**src/rtl/bds_pkg.sv**
```systemverilog
// Shared types, constants and helper functions of the box downsampler.
`timescale 1ns / 1ps
`default_nettype none

package bds_pkg;

    localparam int MAX_SIDE = 4096;
    localparam int COL_W    = 12;   // column or row position, 0 .. MAX_SIDE-1
    localparam int SIDE_W   = 13;   // side length, 1 .. MAX_SIDE
    localparam int K_W      = 4;    // log2 of the reduction factor, 0 .. 13
    localparam int F_W      = 14;   // reduction factor, up to 8192
    localparam int CH_W     = 8;    // one color channel
    localparam int N_W      = 25;   // pixels per block, up to MAX_SIDE squared
    localparam int SUM_W    = 32;   // block sum of one channel
    localparam int LANES    = 4;
    localparam int IDX_W    = 2;

    localparam logic [IDX_W-1:0] REG_IMAGE_WIDTH  = 2'd0;
    localparam logic [IDX_W-1:0] REG_IMAGE_HEIGHT = 2'd1;
    localparam logic [IDX_W-1:0] REG_SIDE_LIMIT   = 2'd2;

    localparam logic [SIDE_W-1:0] SIDE_RESET = 13'd1024;

    typedef struct packed {
        logic [SIDE_W-1:0] w;
        logic [SIDE_W-1:0] h;
        logic [K_W-1:0]    k;
        logic [N_W-1:0]    n;
    } geom_t;

    typedef struct packed {
        logic             rd;
        logic             acc;
        logic             first;
        logic             step;
        logic [COL_W-1:0] addr;
    } lane_ctrl_t;

    // A zero side counts as 1 and a side above MAX_SIDE counts as MAX_SIDE.
    function automatic logic [SIDE_W-1:0] eff_side(input logic [SIDE_W-1:0] v);
        logic [SIDE_W-1:0] r;
        r = v;
        if (v == '0)
        begin
            r = SIDE_W'(1);
        end
        else if (v > SIDE_W'(MAX_SIDE))
        begin
            r = SIDE_W'(MAX_SIDE);
        end
        return r;
    endfunction

endpackage

`default_nettype wire

```
**src/rtl/bds_geom.sv**
```systemverilog
// Configuration registers and the derived image geometry of the box downsampler.
`timescale 1ns / 1ps
`default_nettype none

module bds_geom (
    input  wire logic                       clk,
    input  wire logic                       rst_n,
    input  wire logic                       cfg_write_en,
    input  wire logic [bds_pkg::IDX_W-1:0]  cfg_index,
    input  wire logic [bds_pkg::SIDE_W-1:0] cfg_data,
    output bds_pkg::geom_t                  geom,
    output logic [bds_pkg::SIDE_W-1:0]      w_live,
    output logic [bds_pkg::SIDE_W-1:0]      h_live,
    output logic                            restart
);

    logic [bds_pkg::SIDE_W-1:0] width_reg;
    logic [bds_pkg::SIDE_W-1:0] height_reg;
    logic [bds_pkg::SIDE_W-1:0] limit_reg;
    logic [bds_pkg::SIDE_W-1:0] w_reg;
    logic [bds_pkg::SIDE_W-1:0] h_reg;
    logic [bds_pkg::K_W-1:0]    k_reg;
    logic [bds_pkg::K_W-1:0]    k_next;
    logic [bds_pkg::N_W-1:0]    n_reg;
    logic [bds_pkg::SIDE_W-1:0] longer;
    logic [bds_pkg::F_W-1:0]    factor;
    logic [bds_pkg::SIDE_W-1:0] bw;
    logic [bds_pkg::SIDE_W-1:0] bh;
    logic [bds_pkg::F_W-1:0]    fits;

    always_ff @(posedge clk or negedge rst_n)
    begin
        if (!rst_n)
        begin
            width_reg  <= bds_pkg::SIDE_RESET;
            height_reg <= bds_pkg::SIDE_RESET;
            limit_reg  <= bds_pkg::SIDE_RESET;
        end
        else if (cfg_write_en)
        begin
            case (cfg_index)
                bds_pkg::REG_IMAGE_WIDTH:  width_reg  <= cfg_data;
                bds_pkg::REG_IMAGE_HEIGHT: height_reg <= cfg_data;
                bds_pkg::REG_SIDE_LIMIT:   limit_reg  <= cfg_data;
                default: ;
            endcase
        end
    end

    assign restart = cfg_write_en && (cfg_index == bds_pkg::REG_IMAGE_WIDTH
                                   || cfg_index == bds_pkg::REG_IMAGE_HEIGHT
                                   || cfg_index == bds_pkg::REG_SIDE_LIMIT);

    assign w_live = bds_pkg::eff_side(width_reg);
    assign h_live = bds_pkg::eff_side(height_reg);
    assign longer = (w_live > h_live) ? w_live : h_live;

    // The smallest shift that brings the longer side within the limit.
    always_comb
    begin
        for (int i = 0; i < bds_pkg::F_W; i++)
        begin
            fits[i] = (longer >> i) <= limit_reg;
        end
        k_next = bds_pkg::K_W'(bds_pkg::F_W - 1);
        for (int i = bds_pkg::F_W - 1; i >= 0; i--)
        begin
            if (fits[i])
            begin
                k_next = bds_pkg::K_W'(i);
            end
        end
    end

    assign factor = bds_pkg::F_W'(1) << k_reg;
    assign bw = ({1'b0, w_reg} < factor) ? w_reg : factor[bds_pkg::SIDE_W-1:0];
    assign bh = ({1'b0, h_reg} < factor) ? h_reg : factor[bds_pkg::SIDE_W-1:0];

    always_ff @(posedge clk)
    begin
        w_reg <= w_live;
        h_reg <= h_live;
        k_reg <= k_next;
        n_reg <= bds_pkg::N_W'(bw * bh);
    end

    assign geom.w = w_reg;
    assign geom.h = h_reg;
    assign geom.k = k_reg;
    assign geom.n = n_reg;

endmodule

`default_nettype wire

```
**config.mk**
```make
export PLATFORM = sky130hd
export DESIGN_NAME = bds_geom
export DESIGN_NICKNAME = d
export VERILOG_FILES = /design/src/rtl/bds_pkg.sv /design/src/rtl/bds_geom.sv
export SDC_FILE = /design/constraint.sdc
export NUM_CORES = 1
export LEC_CHECK = 0
export BUFFER_PORTS_ARGS = -buffer_cell sky130_fd_sc_hd__buf_2
export CAP_MARGIN = 25
export CORE_UTILIZATION = 43
export CTS_BUF_LIST = sky130_fd_sc_hd__clkbuf_2
export DETAILED_ROUTE_END_ITERATION = 12
export PLACE_DENSITY_LB_ADDON = 0.2
export SYNTH_ARGS = -nofsm -noshare
export SYNTH_HDL_FRONTEND = slang
export SYNTH_SLANG_ARGS = --single-unit
```
**constraint.sdc**
```tcl
create_clock -name clk -period 15.85 [get_ports clk]
set_input_delay 0.7925 -clock clk [delete_from_list [all_inputs] [get_ports clk]]
set_output_delay 0.7925 -clock clk [all_outputs]
set_load 0.01 [all_outputs]
```
After elaboration in Yosys (flattened, before gate mapping):

Index checks and enable logic that the tools add are counted.

* logic and storage cells: 63
* flip-flop bits (word level): 94

* shift operators: 1
* multiplexer cells: 19
* reductions and logical operators: 12
* $mul: 1
* magnitude comparators: 18
* equal/unequal tests: 2

Operator list (number)
* $mux W13: 7
* $lt A13 B14 Y1: 2
* $gt A13 B13 Y1 const B: 2
* $logic_not A13 Y1: 2
* $mul A13 B13 Y25: 1
* $mux W4: 4
* $shl A1 B4 Y14 const A: 1
* $gt A13 B13 Y1: 1
* $le A1 B13 Y1: 1
* $le A10 B13 Y1: 1
* $le A11 B13 Y1: 1
* $le A12 B13 Y1: 1
* $le A13 B13 Y1: 1
* $le A2 B13 Y1: 1
* $le A3 B13 Y1: 1
* $le A4 B13 Y1: 1
* $le A5 B13 Y1: 1
* $le A6 B13 Y1: 1
* $le A7 B13 Y1: 1
* $le A8 B13 Y1: 1
* $le A9 B13 Y1: 1
* $mux W3: 4
* $reduce_or A8 Y1: 1
* $reduce_and A2 Y1: 3
* other kinds (9): 12

Longest topological paths before layout:

* word-level depth: 18
* gate-level depth with buffers: 31

Worst setup path before layout:

OpenSTA, ideal clock, no wires.

* path type: reg2reg
* start: reg k_reg[0] (netlist bit)
* end: reg n_reg[23] (netlist bit)
* path buffers: 2
* cell stages (with the launch flop): 29
* data required time: 15723 ps
* setup time: 127 ps
* slack: 8043 ps
* period minus slack after synthesis: 7807 ps
* arrival time: 7680 ps
* cells stage by stage: dfxtp_1 -> nand2b_1 -> nor3_1 -> inv_1 -> ha_1 -> o21a_1 -> nor2_1 -> or4_1 -> a31oi_2 -> buf_6 -> buf_6 -> mux2i_2 -> nor2_1 -> fa_1 -> inv_1 -> fa_1 -> inv_1 -> fa_1 -> inv_1 -> fa_1 -> fa_1 -> inv_1 -> ha_1 -> or3_1 -> o311ai_0 -> a32oi_1 -> a2111oi_0 -> nor3_1 -> xor2_1

* word-level cells in the longest chain between the ends: 4
* elaborated cells between the ends (all ways): 6
* those cells by class: 1 x mul; 2 x order compare; 1 x shift; 2 x mux

Ends and longest elaborated chain
* from (decl): line bds_geom.sv:22 `logic [bds_pkg::K_W-1:0] k_reg;`
* from (signal assigned): line bds_geom.sv:83 `k_reg <= k_next;`
* $shl A1 B4 Y14 *: line bds_geom.sv:75 `assign factor = bds_pkg::F_W'(1) << k_reg;`
* $lt A13 B14 Y1, on equally long branches: line bds_geom.sv:76, bds_geom.sv:77
* $mux W13, on equally long branches: line bds_geom.sv:76, bds_geom.sv:77
* $mul A13 B13 Y25 *: line bds_geom.sv:84 `n_reg <= bds_pkg::N_W'(bw * bh);`
* to (signal assigned): line bds_geom.sv:84
* to (decl): line bds_geom.sv:24 `logic [bds_pkg::N_W-1:0] n_reg;`

Every way passes the cells marked *; elsewhere a longest branch is shown, timed or not.
A chain may end at the register's enable or synchronous reset.

Worst setup path in the final report:

* start: reg k_reg[3] (netlist bit)
* end: reg n_reg[23] (netlist bit)

Same word-level chain as after synthesis.

==> out/metrics.yaml <==
coreArea_sq_mm: 0.0279
ys_seq_elements: 94
status: "completed"
yosysWarnings: 0
die_y_um: 171
setup-tns-final_ns: 0
dieWidth_um: 171
cp_data_arrival_time_ns: 9.79
io_pins: 100
grt_pass1_vias: 9727
grtUsageMet1: 0.341
hold_violations: 0
fmax_mhz: 109
gp_congestion: 0.937
crit_end: "n_reg[23]"
finClkSkew_ns: 0.0479
routed_wl_um: 34400
syn_inst: 1329
top_usage_layer: "met2"
num-fill-cells: 2763
worst_hold_path_type: "in -> async"
area_delta_synth_final_pct: 7.85
ys_top_cells_by_area: "ha_1, fa_1, dfxtp_1, dfrtp_1, inv_1"
timing.rr.start: "k_reg[3]"
synth_edf_count: 0
path_class: "reg -> reg"
largest_reg_flops: 25
firstDrtPassIters: 5
nets: 1753
start_util: 0.441
drcViolationCount: 0
insertion_delay_ns: 0.65
cts_buffers: 9
cts_root_buf: "clkbuf_2"
drv_slew: 0
r2r_cells: 26
track_usage: 0.248
syn_area_sq_mm: 0.0123
grt_use_met3: 0.0246
ys_seq_area_frac: 0.169
antenna_found_initial: 2
worst_pin_slew_ns: 1.04
finalSetupViolCount: 0
r2r_end: "n_reg[23]"
ir_drop_v: 0.0000628
grt_max_degree: 40
vias: 9761
finalCriticalPeriod_ns: 9.18
reg2reg_slack_ns: 6.67
required_ns: 16.45
rows: 61
synth.distinct_cells: 72
grt_pass1_wl_um: 54600
dpl.hpwl_um: 28000
wire_per_inst_um: 19.1
critPathLaunchType: "flop"
cp_max_fo: 29
postRouteAntennaNets: 0
synth-main-ff-cell: "dfxtp_1"
yosys.area.top_type_share: 0.199
grt_setup_unrepaired: "false"
port-buffer-count: 99
cap_viol_max_count: 0
clk_pin_slew_ns: 0.32
crit_start: "k_reg[3]"
drtIter0Drc: 628
synth_nets: 1663
cts.path.max_buffers: 2
cts.repair.resized: 0
fin_util: 0.475
p_leak_nw: 6.82
holdBufCountCts: 0
viasPerCell: 5.41
post_cts_buffers: 0
grt_util_met2: 0.411
drive_gt1_frac: 0.149
clock-sinks: 94
cts_max_level: 3
cp-end-kind: "flop"
yosysTopAreaCell: "ha_1"
p_per_area_mw_per_mm2: 113
die-area_sq_mm: 0.0293
syn_area_per_cell_sq_um: 9.26
slew_headroom: 0.284
finalCritPeriodShare: 0.579
async_reset_ff_frac: 0.415
overflow: 0
cts_tree: "built"
-- layout make-up --
cell class	count	area, sq um	area share
Multi-Input combinational cell	986	9220	0.695
Antenna cell	2	5.00	0.000377
Timing Repair Buffer	104	533	0.0402
Sequential cell	94	2080	0.157
Clock inverter	7	71.3	0.00537
Inverter	224	841	0.0633
Tap cell	378	473	0.0356
Clock buffer	9	45.0	0.00339
-- kinds of logic (layout without fill, tap and decap cells) --
family          Yosys count  after routing  synth area share
buf+inv                 249            344            0.0829
compound gates          194            194             0.107
other cells               0              2                 0
xor+xnor                 21             21            0.0161
fa+ha+maj               316            316             0.394
mux                     105            105            0.0959
simple gates            350            350             0.135
flops                    94             94             0.169
-- worst min-delay path by stage --
stage | start | to | slack (ns)
after floorplan | limit_reg[5] | limit_reg[5] | 0.48
after global placement | limit_reg[5] | limit_reg[5] | 0.49
after detailed placement | limit_reg[8] | limit_reg[8] | 0.50
after CTS | rst_n | width_reg[2] | 0.22
after global routing | rst_n | height_reg[8] | 0.23
final | rst_n | height_reg[8] | 0.23
-- synth_stat cells, drive strengths merged, types with 5 or more instances --
library cell and instances:
inv 224, ha 196, fa 120, nand2 104, nor2 101, mux2 72, dfxtp 55, a21oi 42
o21ai 38, dfrtp 36, mux2i 33, nor2b 29, nor3 23, buf 19, o21a 19, a21o 17
nand3 17, nand4 17, xnor2 14, nand2b 13, a211oi 10, and2 10, a31oi 9, nor4 9
o21bai 7, o22a 7, clkbuf 6, o211ai 6, o22ai 6, xor2 6, a211o 5, and3 5
or2 5, or4 5
-- report_power, final --
group          switching, W  internal, W
logic              0.000602     0.000412
clock network     0.0000978    0.0000370
registers         0.0000568     0.000295
total              0.000756     0.000744
-- per-layer routing --
metal / wire length (um) / share of wire
met1: 15700 / 0.46
met3: 1950 / 0.057
met2: 15800 / 0.46
met4: 984 / 0.029
met5: 0 / 0
-- worst max-delay path, stage by stage, from the launching register on --
cell       delay (ns)
dfxtp_1          0.56
nand2_1          0.13
nor3_1           0.52
inv_1            0.14
ha_1             0.32
and4_1           0.18
nand4_1          0.11
or4_1            0.48
a31oi_4          0.38
buf_4            0.43
mux2i_1          0.83
or2_1            0.23
fa_1             0.42
fa_1             0.54
inv_1            0.05
fa_1             0.50
fa_1             0.54
inv_1            0.06
fa_1             0.54
inv_1            0.05
ha_1             0.33
and3_1           0.19
o311ai_0         0.26
a32oi_1          0.69
a2111oi_0        0.23
nor3_1           0.26
xor2_1           0.15
-- through the flow --
| step | setup WS (ns) | cell area, sq um | power (W) | hold WS [ns] | cells |
|---|---|---|---|---|---|
| 2_1_floorplan | 8.04 | 12300 | 0.00108 | 0.479 | 1329 |
| 3_3_place_gp | 6.92 | 13100 | 0.00134 | 0.490 | 1785 |
| 6_report | 6.67 | 13300 | 0.00150 | 0.228 | 1804 |
| 3_5_place_dp | 6.74 | 13100 | 0.00136 | 0.496 | 1785 |
| 5_1_grt | 6.12 | 13300 | 0.00165 | 0.234 | 1804 |
| 4_1_cts | 6.71 | 13300 | 0.00150 | 0.218 | 1801 |
-- layout by cell type, fill, tap and decap left out, types with 7 or more instances in the layout --
master,instances
o21a_1,19
a211oi_1,10
nand3_1,17
clkbuf_2,9
nor2_1,101
fa_1,120
a31oi_1,7
dfxtp_1,55
mux2_2,68
nand4_1,17
xnor2_1,14
o21bai_1,7
mux2i_1,29
nand2b_1,13
ha_1,196
nor2b_1,29
o21ai_0,36
nor4_1,9
buf_2,99
o22a_1,7
nor3_1,23
inv_1,224
a21o_1,17
dfrtp_1,36
and2_1,10
a21oi_1,42
nand2_1,104
(Power assumes the default switching activity.)
