==> config.mk <==
export PLATFORM = sky130hd
export DESIGN_NAME = bds_merge
export DESIGN_NICKNAME = d
export VERILOG_FILES = /design/src/rtl/bds_pkg.sv /design/src/rtl/bds_merge.sv
export SDC_FILE = /design/constraint.sdc
export NUM_CORES = 1
export LEC_CHECK = 0
export BUFFER_PORTS_ARGS = -buffer_cell sky130_fd_sc_hd__buf_2
export CAP_MARGIN = 0
export CORE_ASPECT_RATIO = 0.75
export CORE_MARGIN = 1
export CORE_UTILIZATION = 35
export DETAILED_ROUTE_END_ITERATION = 12
export PLACE_DENSITY = 0.72
export SETUP_SLACK_MARGIN = 0.3
export SKIP_LAST_GASP = 1
export SLEW_MARGIN = 20
export SYNTH_ARGS = -nofsm -noshare
export SYNTH_HDL_FRONTEND = slang
export SYNTH_SLANG_ARGS = --single-unit
==> constraint.sdc <==
create_clock -name clk -period 1.7 [get_ports clk]
set_input_delay 0.34 -clock clk [delete_from_list [all_inputs] [get_ports clk]]
set_output_delay 0.34 -clock clk [all_outputs]
set_load 0.05 [all_outputs]
==> src/rtl/bds_pkg.sv <==
// Shared types, constants and helper functions of the box downsampler.
`timescale 1ns / 1ps
`default_nettype none

package bds_pkg;

    localparam int MAX_SIDE = 4096;
    localparam int COL_W    = 12;   // column or row position, 0 .. MAX_SIDE-1
    localparam int SIDE_W   = 13;   // side length, 1 .. MAX_SIDE
    localparam int K_W      = 4;    // log2 of the reduction factor, 0 .. 13
    localparam int F_W      = 14;   // reduction factor, up to 8192
    localparam int CH_W     = 8;    // one color channel
    localparam int N_W      = 25;   // pixels per block, up to MAX_SIDE squared
    localparam int SUM_W    = 32;   // block sum of one channel
    localparam int LANES    = 4;
    localparam int IDX_W    = 2;

    localparam logic [IDX_W-1:0] REG_IMAGE_WIDTH  = 2'd0;
    localparam logic [IDX_W-1:0] REG_IMAGE_HEIGHT = 2'd1;
    localparam logic [IDX_W-1:0] REG_SIDE_LIMIT   = 2'd2;

    localparam logic [SIDE_W-1:0] SIDE_RESET = 13'd1024;

    typedef struct packed {
        logic [SIDE_W-1:0] w;
        logic [SIDE_W-1:0] h;
        logic [K_W-1:0]    k;
        logic [N_W-1:0]    n;
    } geom_t;

    typedef struct packed {
        logic             rd;
        logic             acc;
        logic             first;
        logic             step;
        logic [COL_W-1:0] addr;
    } lane_ctrl_t;

    // A zero side counts as 1 and a side above MAX_SIDE counts as MAX_SIDE.
    function automatic logic [SIDE_W-1:0] eff_side(input logic [SIDE_W-1:0] v);
        logic [SIDE_W-1:0] r;
        r = v;
        if (v == '0)
        begin
            r = SIDE_W'(1);
        end
        else if (v > SIDE_W'(MAX_SIDE))
        begin
            r = SIDE_W'(MAX_SIDE);
        end
        return r;
    endfunction

endpackage

`default_nettype wire

==> src/rtl/bds_merge.sv <==
// Output register that joins the four lane means and the end-of-image flag.
`timescale 1ns / 1ps
`default_nettype none

module bds_merge (
    input  wire logic                                      clk,
    input  wire logic                                      rst_n,
    input  wire logic                                      load,
    input  wire logic [bds_pkg::LANES-1:0][bds_pkg::CH_W-1:0] means,
    input  wire logic                                      done,
    output logic                                           ready,
    output logic                                           out_valid,
    input  wire logic                                      out_stall,
    output logic [bds_pkg::CH_W-1:0]                       red_out,
    output logic [bds_pkg::CH_W-1:0]                       green_out,
    output logic [bds_pkg::CH_W-1:0]                       blue_out,
    output logic [bds_pkg::CH_W-1:0]                       alpha_out,
    output logic                                           image_done
);

    logic                                            valid_reg;
    logic [bds_pkg::LANES-1:0][bds_pkg::CH_W-1:0]    data_reg;
    logic                                            done_reg;

    assign ready = !valid_reg || !out_stall;

    always_ff @(posedge clk or negedge rst_n)
    begin
        if (!rst_n)
        begin
            valid_reg <= 1'b0;
        end
        else if (ready)
        begin
            valid_reg <= load;
        end
    end

    always_ff @(posedge clk)
    begin
        if (ready && load)
        begin
            data_reg <= means;
            done_reg <= done;
        end
    end

    assign out_valid  = valid_reg;
    assign red_out    = data_reg[0];
    assign green_out  = data_reg[1];
    assign blue_out   = data_reg[2];
    assign alpha_out  = data_reg[3];
    assign image_done = done_reg;

endmodule

`default_nettype wire

Word-level counts from Yosys, hierarchy flattened. Cells that the tools add are included.

Logic and storage cells: 10. Register bits after elaboration: 34.

Reduce and logical (&&, ||, !) cells: 4.

Operator list (number): logical NOT 1 bit (2); logical AND 1 bit (1); logical OR 1 bit (1).

Logic depth before layout (Yosys ltp). Gate-level depths: netlist of run 1.

Word-level depth: 3. Gate-level depth with buffers: 1.

Least setup slack after synthesis of run 1. OpenSTA, ideal clock, no wires.

Path type: register to register. Start point: register valid_reg (netlist: out_valid). End point: register data_reg (netlist bit alpha_out[0]), enable pin. Arrival: 1601 ps. Setup slack: -302 ps. Stages on the path, launching flop included: 2. Required time: 1299 ps. Setup time: 401 ps. Period minus slack after synthesis: 2002 ps. Cells stage by stage: dfrtp_1 a21boi_2.

Cells in the longest elaborated chain, start to end: 3.

RTL lines: from (decl) (RTL line bds_merge.sv:21) `logic valid_reg;`; from (signal assigned) (RTL line bds_merge.sv:35) `valid_reg <= load;`; logical NOT 1 bit (RTL line bds_merge.sv:25) `assign ready = !valid_reg || !out_stall;`; logical OR 1 bit (RTL line bds_merge.sv:25); logical AND 1 bit (RTL line bds_merge.sv:41) `if (ready && load)`; to (signal assigned) (RTL line bds_merge.sv:43) `data_reg <= means;`; to (decl) (RTL line bds_merge.sv:22) `logic [bds_pkg::LANES-1:0][bds_pkg::CH_W-1:0] data_reg;`.

No other way between the ends. A chain may end at the register's enable or synchronous reset.

Final worst setup path of run 1.
Start point: register valid_reg (netlist: out_valid). End point: output ready.

Cells in the longest elaborated chain, start to end: 2.

RTL lines: logical NOT 1 bit (RTL line bds_merge.sv:25); logical OR 1 bit (RTL line bds_merge.sv:25); to (decl) (RTL line bds_merge.sv:11) `output logic ready,`.

No other way between the ends.

==> summary.md, run 1 <==
| Metric | Value |
|---|---|
| Status | complete, no violations |
| Setup crit end kind | output port |
| Fraction of layout cells with a size suffix above 1 | 0.6807 |
| Clk Latency, worst-skew pair | 0.27 ns |
| Type of origin of the critical path | register |
| Sequential power share | 0.550 |
| Ports | 72 |
| H-tree Lvls | 2 |
| Initial antenna violation count | 0 |
| Avg Cell Area, Syn | 28.07 um2 |
| Setup bufs post-CTS | 0 |
| DRC Markers | 0 |
| Via Count | 648 |
| Routed WL | 2181 um |
| First-pass GRT wire length | 3187 um |
| Placed cell count | 146 |
| Die X | 64.90 um |
| Combinational power share | 0.154 |
| Crit path max fanout | 4 |
| Hold Crit Class | in2reg |
| #FFs+latches synth | 34 |
| Setup CP Type | reg2out |
| Sum of negative setup slack | 0 ns |
| Slew Viols, Final | 0 |
| Overall Global Routing Usage | 0.1474 |
| # rows | 16 |
| CTS tree | yes |
| CTS max path bufs | 2 |
| Simple-gate share of the synthesized area | 0.003614 |
| Crit path from | out_valid |
| Largest family of logic cells by synthesized area | compound AO/OA/AOI/OAI gates |
| Endpoints failing hold | 0 |
| Largest net degree at the start of global routing | 25 |
| Reg2reg path depth | 2 |
| Max frequency | 0.7461 GHz |
| Critical register-to-register path startpoint | out_valid |
| CTS root buf | clkbuf_8 |
| Register area share after synthesis | 0.9783 |
| WP data required | 1.36 ns |
| Ant diodes | 0 |
| Gr ovfl total | 0 |
| Post-route ant nets | 0 |
| Leak | 0.0006770 uW |
| Distinct cells, synth | 5 |
| WHS | 0.2407 ns |
| Syn-to-layout area delta | 49.88% |
| Clock Power Share | 0.296 |
| Period Utilization, post-route | 0.7885 |
| Core footprint | 2703 um2 |
| Worst R2R End | green_out[2] |
| Syn Std Cell Area | 1038 um2 |
| P_int | 1324 uW |
| Post-Syn Instances | 37 |
| Clock slew at reported path FFs | 0.06 ns |
| Mux share of post-synthesis cell area | 0 |
| First-pass detailed-route iteration total | 5 |
| Routed vias/inst | 4.181 |
| Initial Util | 0.3843 |
| PortBufs | 71 |
| Layout Nets | 155 |
| Critical path destination | ready |
| YS warnings | 0 |
| TritonCTS Sinks | 34 |
| Worst R2R Setup Slack | 0.48 ns |
| Setup violations, final | 0 |
| Crit path DAT | 1.00 ns |
| Die Y | 49.18 um |
| WL/cell | 14.07 um |
| Final min period | 1.340 ns |
| Compound-Gate Fraction of Synth Area | 0.01807 |
| Post-Synth XOR/XNOR Area | 0 |
| Non-Filler Instances | 155 |
| Max-Slew Margin vs Limit | 0.7999 |
| GP Congestion | 0.6558 |
| Vias in the first global route | 678 |
| Initial drt markers | 44 |
| Worst VDD drop | 0.6813 mV |
| Slew @ Worst Pin | 0.3001 ns |
| Net switching power | 474.3 uW |
| CTS Buf Count | 5 |
| PwrDens | 1156 nW/um2 |
| Syn Nets | 74 |
| Switching share of power | 0.2637 |
| Adder-cell share of the synthesized area | 0 |
| Total power | 1799 uW |
| # fillers | 240 |
| MaxCap Viol Count | 0 |
| Setup Skew | 0.0009222 ns |
| Total die area | 3191 um2 |
| RSZ-0062 raised after global routing | false |
[worst min-delay path by stage]
stage / cells after the start / end / slack (ns) / from
CTS: 1 / alpha_out[1] / 0.23 / means[25]
finish: 1 / green_out[5] / 0.24 / means[13]
global placement: 1 / out_valid / 0.12 / rst_n
floorplan: 0 / out_valid / 0.04 / rst_n
detailed placement: 1 / out_valid / 0.12 / rst_n
global route: 1 / blue_out[2] / 0.23 / means[18]
[power by group through the flow]
| stage | logic, uW | clock network (uW) | registers (uW) |
|---|---|---|---|
| 6_report | 277 | 533 | 989 |
| 5_1_grt | 290 | 582 | 993 |
| 4_1_cts | 279 | 550 | 990 |
| 3_5_place_dp | 277 | 0 | 1010 |
| 3_3_place_gp | 273 | 0 | 1000 |
| 2_1_floorplan | 24.9 | 0 | 1160 |
[cell usage in the layout, fill, tap and decap left out]
cell and count:
clkinv_1 1, buf_4 2, nand2_1 1, a21boi_4 1, clkinv_2 1, clkbuf_1 1
clkbuf_8 5, edfxtp_1 33, a21o_1 1, clkbuf_4 1, buf_2 70, dfrtp_2 1
dlygate4sd3_1 1
[sequential cells by signal, summed over array words and instances, names as in the netlist]
| register | flops |
|---|---|
| red_out | 8 |
| blue_out | 8 |
| out_valid | 1 |
| alpha_out | 8 |
| image_done | 1 |
| green_out | 8 |
[area by class of cell]
type,instances,area [um2],share of cell area
Clock buffer,6,72.57,0.04662
Clock inverter,2,8.758,0.005627
Multi-Input combinational cell,3,30.03,0.01929
Sequential cell,34,1017,0.6535
Tap cell,36,45.04,0.02894
Timing Repair Buffer,74,382.9,0.2460
[metal layers]
metal	GRT usage	up-vias	share of wire
met2	0.2708	48	0.53
met1	0.1366	290	0.34
li1	-	308	-
met3	0.07477	2	0.13
met4	0.05556	0	0.0046
met5	0	-	0
[cell usage after synthesis]
cell type,number,area (um2)
a21o_1,1,7.510
nand2_1,1,3.750
edfxtp_1,33,991.0
dfrtp_1,1,25.02
a21boi_2,1,11.26
[worst max-delay path, stage by stage (launching register included)]
cell	delay, ns
dfrtp_2	0.44
nand2_1	0.07
clkbuf_4	0.22
[kinds of logic (layout without fill, tap and decap cells)]
logic type	count (synthesis)	in the layout
AO/OA/AOI/OAI	2	2
buffers and inverters	0	82
flip-flops	34	34
AND/OR/NAND/NOR	1	1
[what timing repair did]
action,in CTS,in global routing
gates resized for setup,0,1
hold endpoints to repair,1,0
hold buffers,1,0
setup endpoints to repair,0,1
[through the flow]
step / util / instance area, um2 / setup WS [ns]
after floorplan: - / 1047 / 0.1168
after global placement: 0.5412 / 1463 / 0.4465
after detailed placement: 0.5412 / 1463 / 0.4194
after CTS: 0.5750 / 1554 / 0.3222
after global routing: 0.5759 / 1556 / 0.3237
final: 0.5759 / 1556 / 0.3596
(Power assumes the default switching activity.)
==> inputs of run 2 (changes only) <==
--- a/config.mk
+++ b/config.mk
@@ -9,9 +9,9 @@
 export CAP_MARGIN = 0
 export CORE_ASPECT_RATIO = 0.75
 export CORE_MARGIN = 1
-export CORE_UTILIZATION = 35
+export CORE_UTILIZATION = 39
 export DETAILED_ROUTE_END_ITERATION = 12
-export PLACE_DENSITY = 0.72
+export PLACE_DENSITY = 0.76
 export SETUP_SLACK_MARGIN = 0.3
 export SKIP_LAST_GASP = 1
 export SLEW_MARGIN = 20
==> constraint.sdc (replaced) <==
create_clock -name clk -period 1.3 [get_ports clk]
set_input_delay 0.26 -clock clk [delete_from_list [all_inputs] [get_ports clk]]
set_output_delay 0.26 -clock clk [all_outputs]
set_load 0.05 [all_outputs]
==> run 2 against run 1 <==
  * Wire length shrank 10%
  * Global-route usage grew 0.48 points
  * Total power grew 37%
  * Sequential power grew 31%
  * First-iteration DRC count shrank 95%
  * Clock power grew 36%
  * Final area grew 16%
  * Flip-flop and latch count is the same
  * Critical path type is now reg2reg
==> summary.md, run 2 (synthesized netlist as in run 1, its figures left out) <==
| Metric | Value |
|---|---|
| Status | complete, no violations |
| Clk Latency, worst-skew pair | 0.32 ns (+0.05 ns) |
| Setup violations, final | 0 (unchanged) |
| WHS | 0.1026 ns (-0.1381 ns) |
| Crit path max fanout | 17 (+13) |
| Fraction of layout cells with a size suffix above 1 | 0.7083 (+0.02766) |
| Clock Power Share | 0.292 (-0.004) |
| Max frequency | 0.8060 GHz |
| Largest net degree at the start of global routing | 18 (-28%) |
| P_int | 1844 uW (+39%) |
| Hold Crit Class | in2reg |
| Setup crit end kind | register |
| GP Congestion | 0.6291 (-4.1%) |
| Net switching power | 628.7 uW (+33%) |
| Vias in the first global route | 674 (-0.59%) |
| Highest routed layer | met4 |
| TritonCTS Sinks | 34 (unchanged) |
| Syn-to-layout area delta | 73.49% |
| Commonest non-fill, non-tap cell in the layout | buf_2 |
| Total die area | 2875 um2 (-9.9%) |
| Post-route ant nets | 0 (unchanged) |
| PortBufs | 71 (unchanged) |
| Ports | 72 (unchanged) |
| Routed WL | 1954 um (-10%) |
| Delay-heaviest family, CP | flip-flops |
| WL/cell | 12.69 um (-9.8%) |
| # fillers | 169 (-30%) |
| Max-Slew Margin vs Limit | 0.8692 (+0.06933) |
| Layout Nets | 156 (+0.65%) |
| Switching share of power | 0.2542 (-0.009464) |
| CTS root buf | clkbuf_4 |
| Sequential power share | 0.526 (-0.024) |
| # rows | 15 (-1) |
| Combinational power share | 0.181 (+0.027) |
| Critical Path Slowest Stage Cell | dfrtp_2 |
| CTS Buf Count | 5 (unchanged) |
| WP data required | 1.34 ns (-0.02 ns) |
| Final min period | 1.241 ns |
| Setup WS post-layout | 0.05929 ns (-0.3003 ns) |
| PwrDens | 1373 nW/um2 (+19%) |
| Routed vias/inst | 4.318 (+3.3%) |
| Leak | 0.0007661 uW (+13%) |
| Crit path DAT | 1.28 ns (+0.28 ns) |
| Wire length on met3 | 317 um (+13%) |
| Endpoints failing hold | 0 (unchanged) |
| DRC Markers | 0 (unchanged) |
| Type of origin of the critical path | register |
| Register area | 1017 um2 (unchanged) |
| Slew @ Worst Pin | 0.1957 ns (-0.1045 ns) |
| Ant diodes | 0 (unchanged) |
| Core footprint | 2402 um2 (-11%) |
| H-tree Lvls | 2 (unchanged) |
| First-pass detailed-route iteration total | 4 (-1) |
| Slew Viols, Final | 0 (unchanged) |
| Via Count | 665 (+2.6%) |
| First-pass GRT wire length | 2718 um (-15%) |
| CTS tree | yes |
| Setup CP Type | reg2reg |
| Combined area of the multi-input logic cells | 32.53 um2 (+8.3%) |
| Initial antenna violation count | 0 (unchanged) |
| Overall Global Routing Usage | 0.1522 (+0.004768) |
| Wl on met1 | 614 um (-17%) |
| Critical path's largest stage delay | 0.43 ns (about the same) |
| Die Y | 46.69 um (-5.1%) |
| Worst VDD drop | 0.8015 mV (+18%) |
| Gr ovfl total | 0 (unchanged) |
| Period Utilization, post-route | 0.9544 |
| Met2 wire length | 960 um (-16%) |
| Initial drt markers | 2 (-95%) |
| Initial Util | 0.4323 (+0.04803) |
| Pre-CTS setup slack | 0.1887 ns (-0.2307 ns) |
| Critical path, cell by cell | buf_4 -> a21boi_4 -> buf_12 |
| Worst path buffer plus inverter count | 2 (+1) |
| CTS max path bufs | 2 (unchanged) |
| Clock slew at reported path FFs | 0.10 ns (+0.04 ns) |
| MaxCap Viol Count | 0 (unchanged) |
| Die X | 61.59 um (-5.1%) |
| Setup Skew | 0.006365 ns (+0.005443 ns) |
| RSZ-0062 raised after global routing | true |
| Most frequent cells in the layout | buf_2, edfxtp_1, buf_6, clkbuf_4 |
-- run 2: what timing repair did --
action                                  in CTS  in global routing
buffers inserted                             1                  0
hold buffers                                 1                  0
resized for setup                           71                  0
pin swaps                                    1                  0
endpoints found under the setup margin      68                 68
endpoints found under the hold margin        1                  0
-- run 2: metal layers --
metal,GRT usage,vias up
met5,0,-
met4,0.1289,0
met1,0.1368,294
met3,0.1208,7
li1,-,311
met2,0.2215,53
-- run 2: layout make-up --
class | count | area share
Timing Repair Buffer | 75 | 0.3507
Clock buffer | 5 | 0.02083
Tap cell | 34 | 0.02361
Clock inverter | 3 | 0.02222
Multi-Input combinational cell | 3 | 0.01806
Sequential cell | 34 | 0.5646
-- run 2: worst paths after layout --
check                           from           end  slack, ns  cells after the start
max in group asynchronous      rst_n     out_valid       0.97                      2
min                        means[21]   blue_out[5]       0.10                      1
min in group asynchronous      rst_n     out_valid       0.24                      2
max                        out_valid  green_out[6]       0.06                      3
min reg2reg                out_valid     out_valid       0.65                      2
max reg2reg                out_valid  green_out[6]       0.06                      3
-- run 2: power groups by stage --
stage / sequential (uW) / combinational [uW] / clock, uW
3_5_place_dp: 1310 / 372 / 0
3_3_place_gp: 1310 / 368 / 0
4_1_cts: 1300 / 451 / 751
5_1_grt: 1310 / 468 / 789
2_1_floorplan: 1520 / 32.6 / 0
6_report: 1300 / 449 / 723
-- run 2: per-stage QoR --
stage | total power (uW) | util | TNS, ns | cell area [um2] | std cells
6_report | 2473 | 0.7500 | 0 | 1802 | 154
5_1_grt | 2564 | 0.7500 | 0 | 1802 | 154
4_1_cts | 2503 | 0.7500 | 0 | 1802 | 154
3_5_place_dp | 1685 | 0.6182 | 0 | 1485 | 144
3_3_place_gp | 1679 | 0.6182 | 0 | 1485 | 144
2_1_floorplan | 1555 | - | -9.344 | 1047 | 37
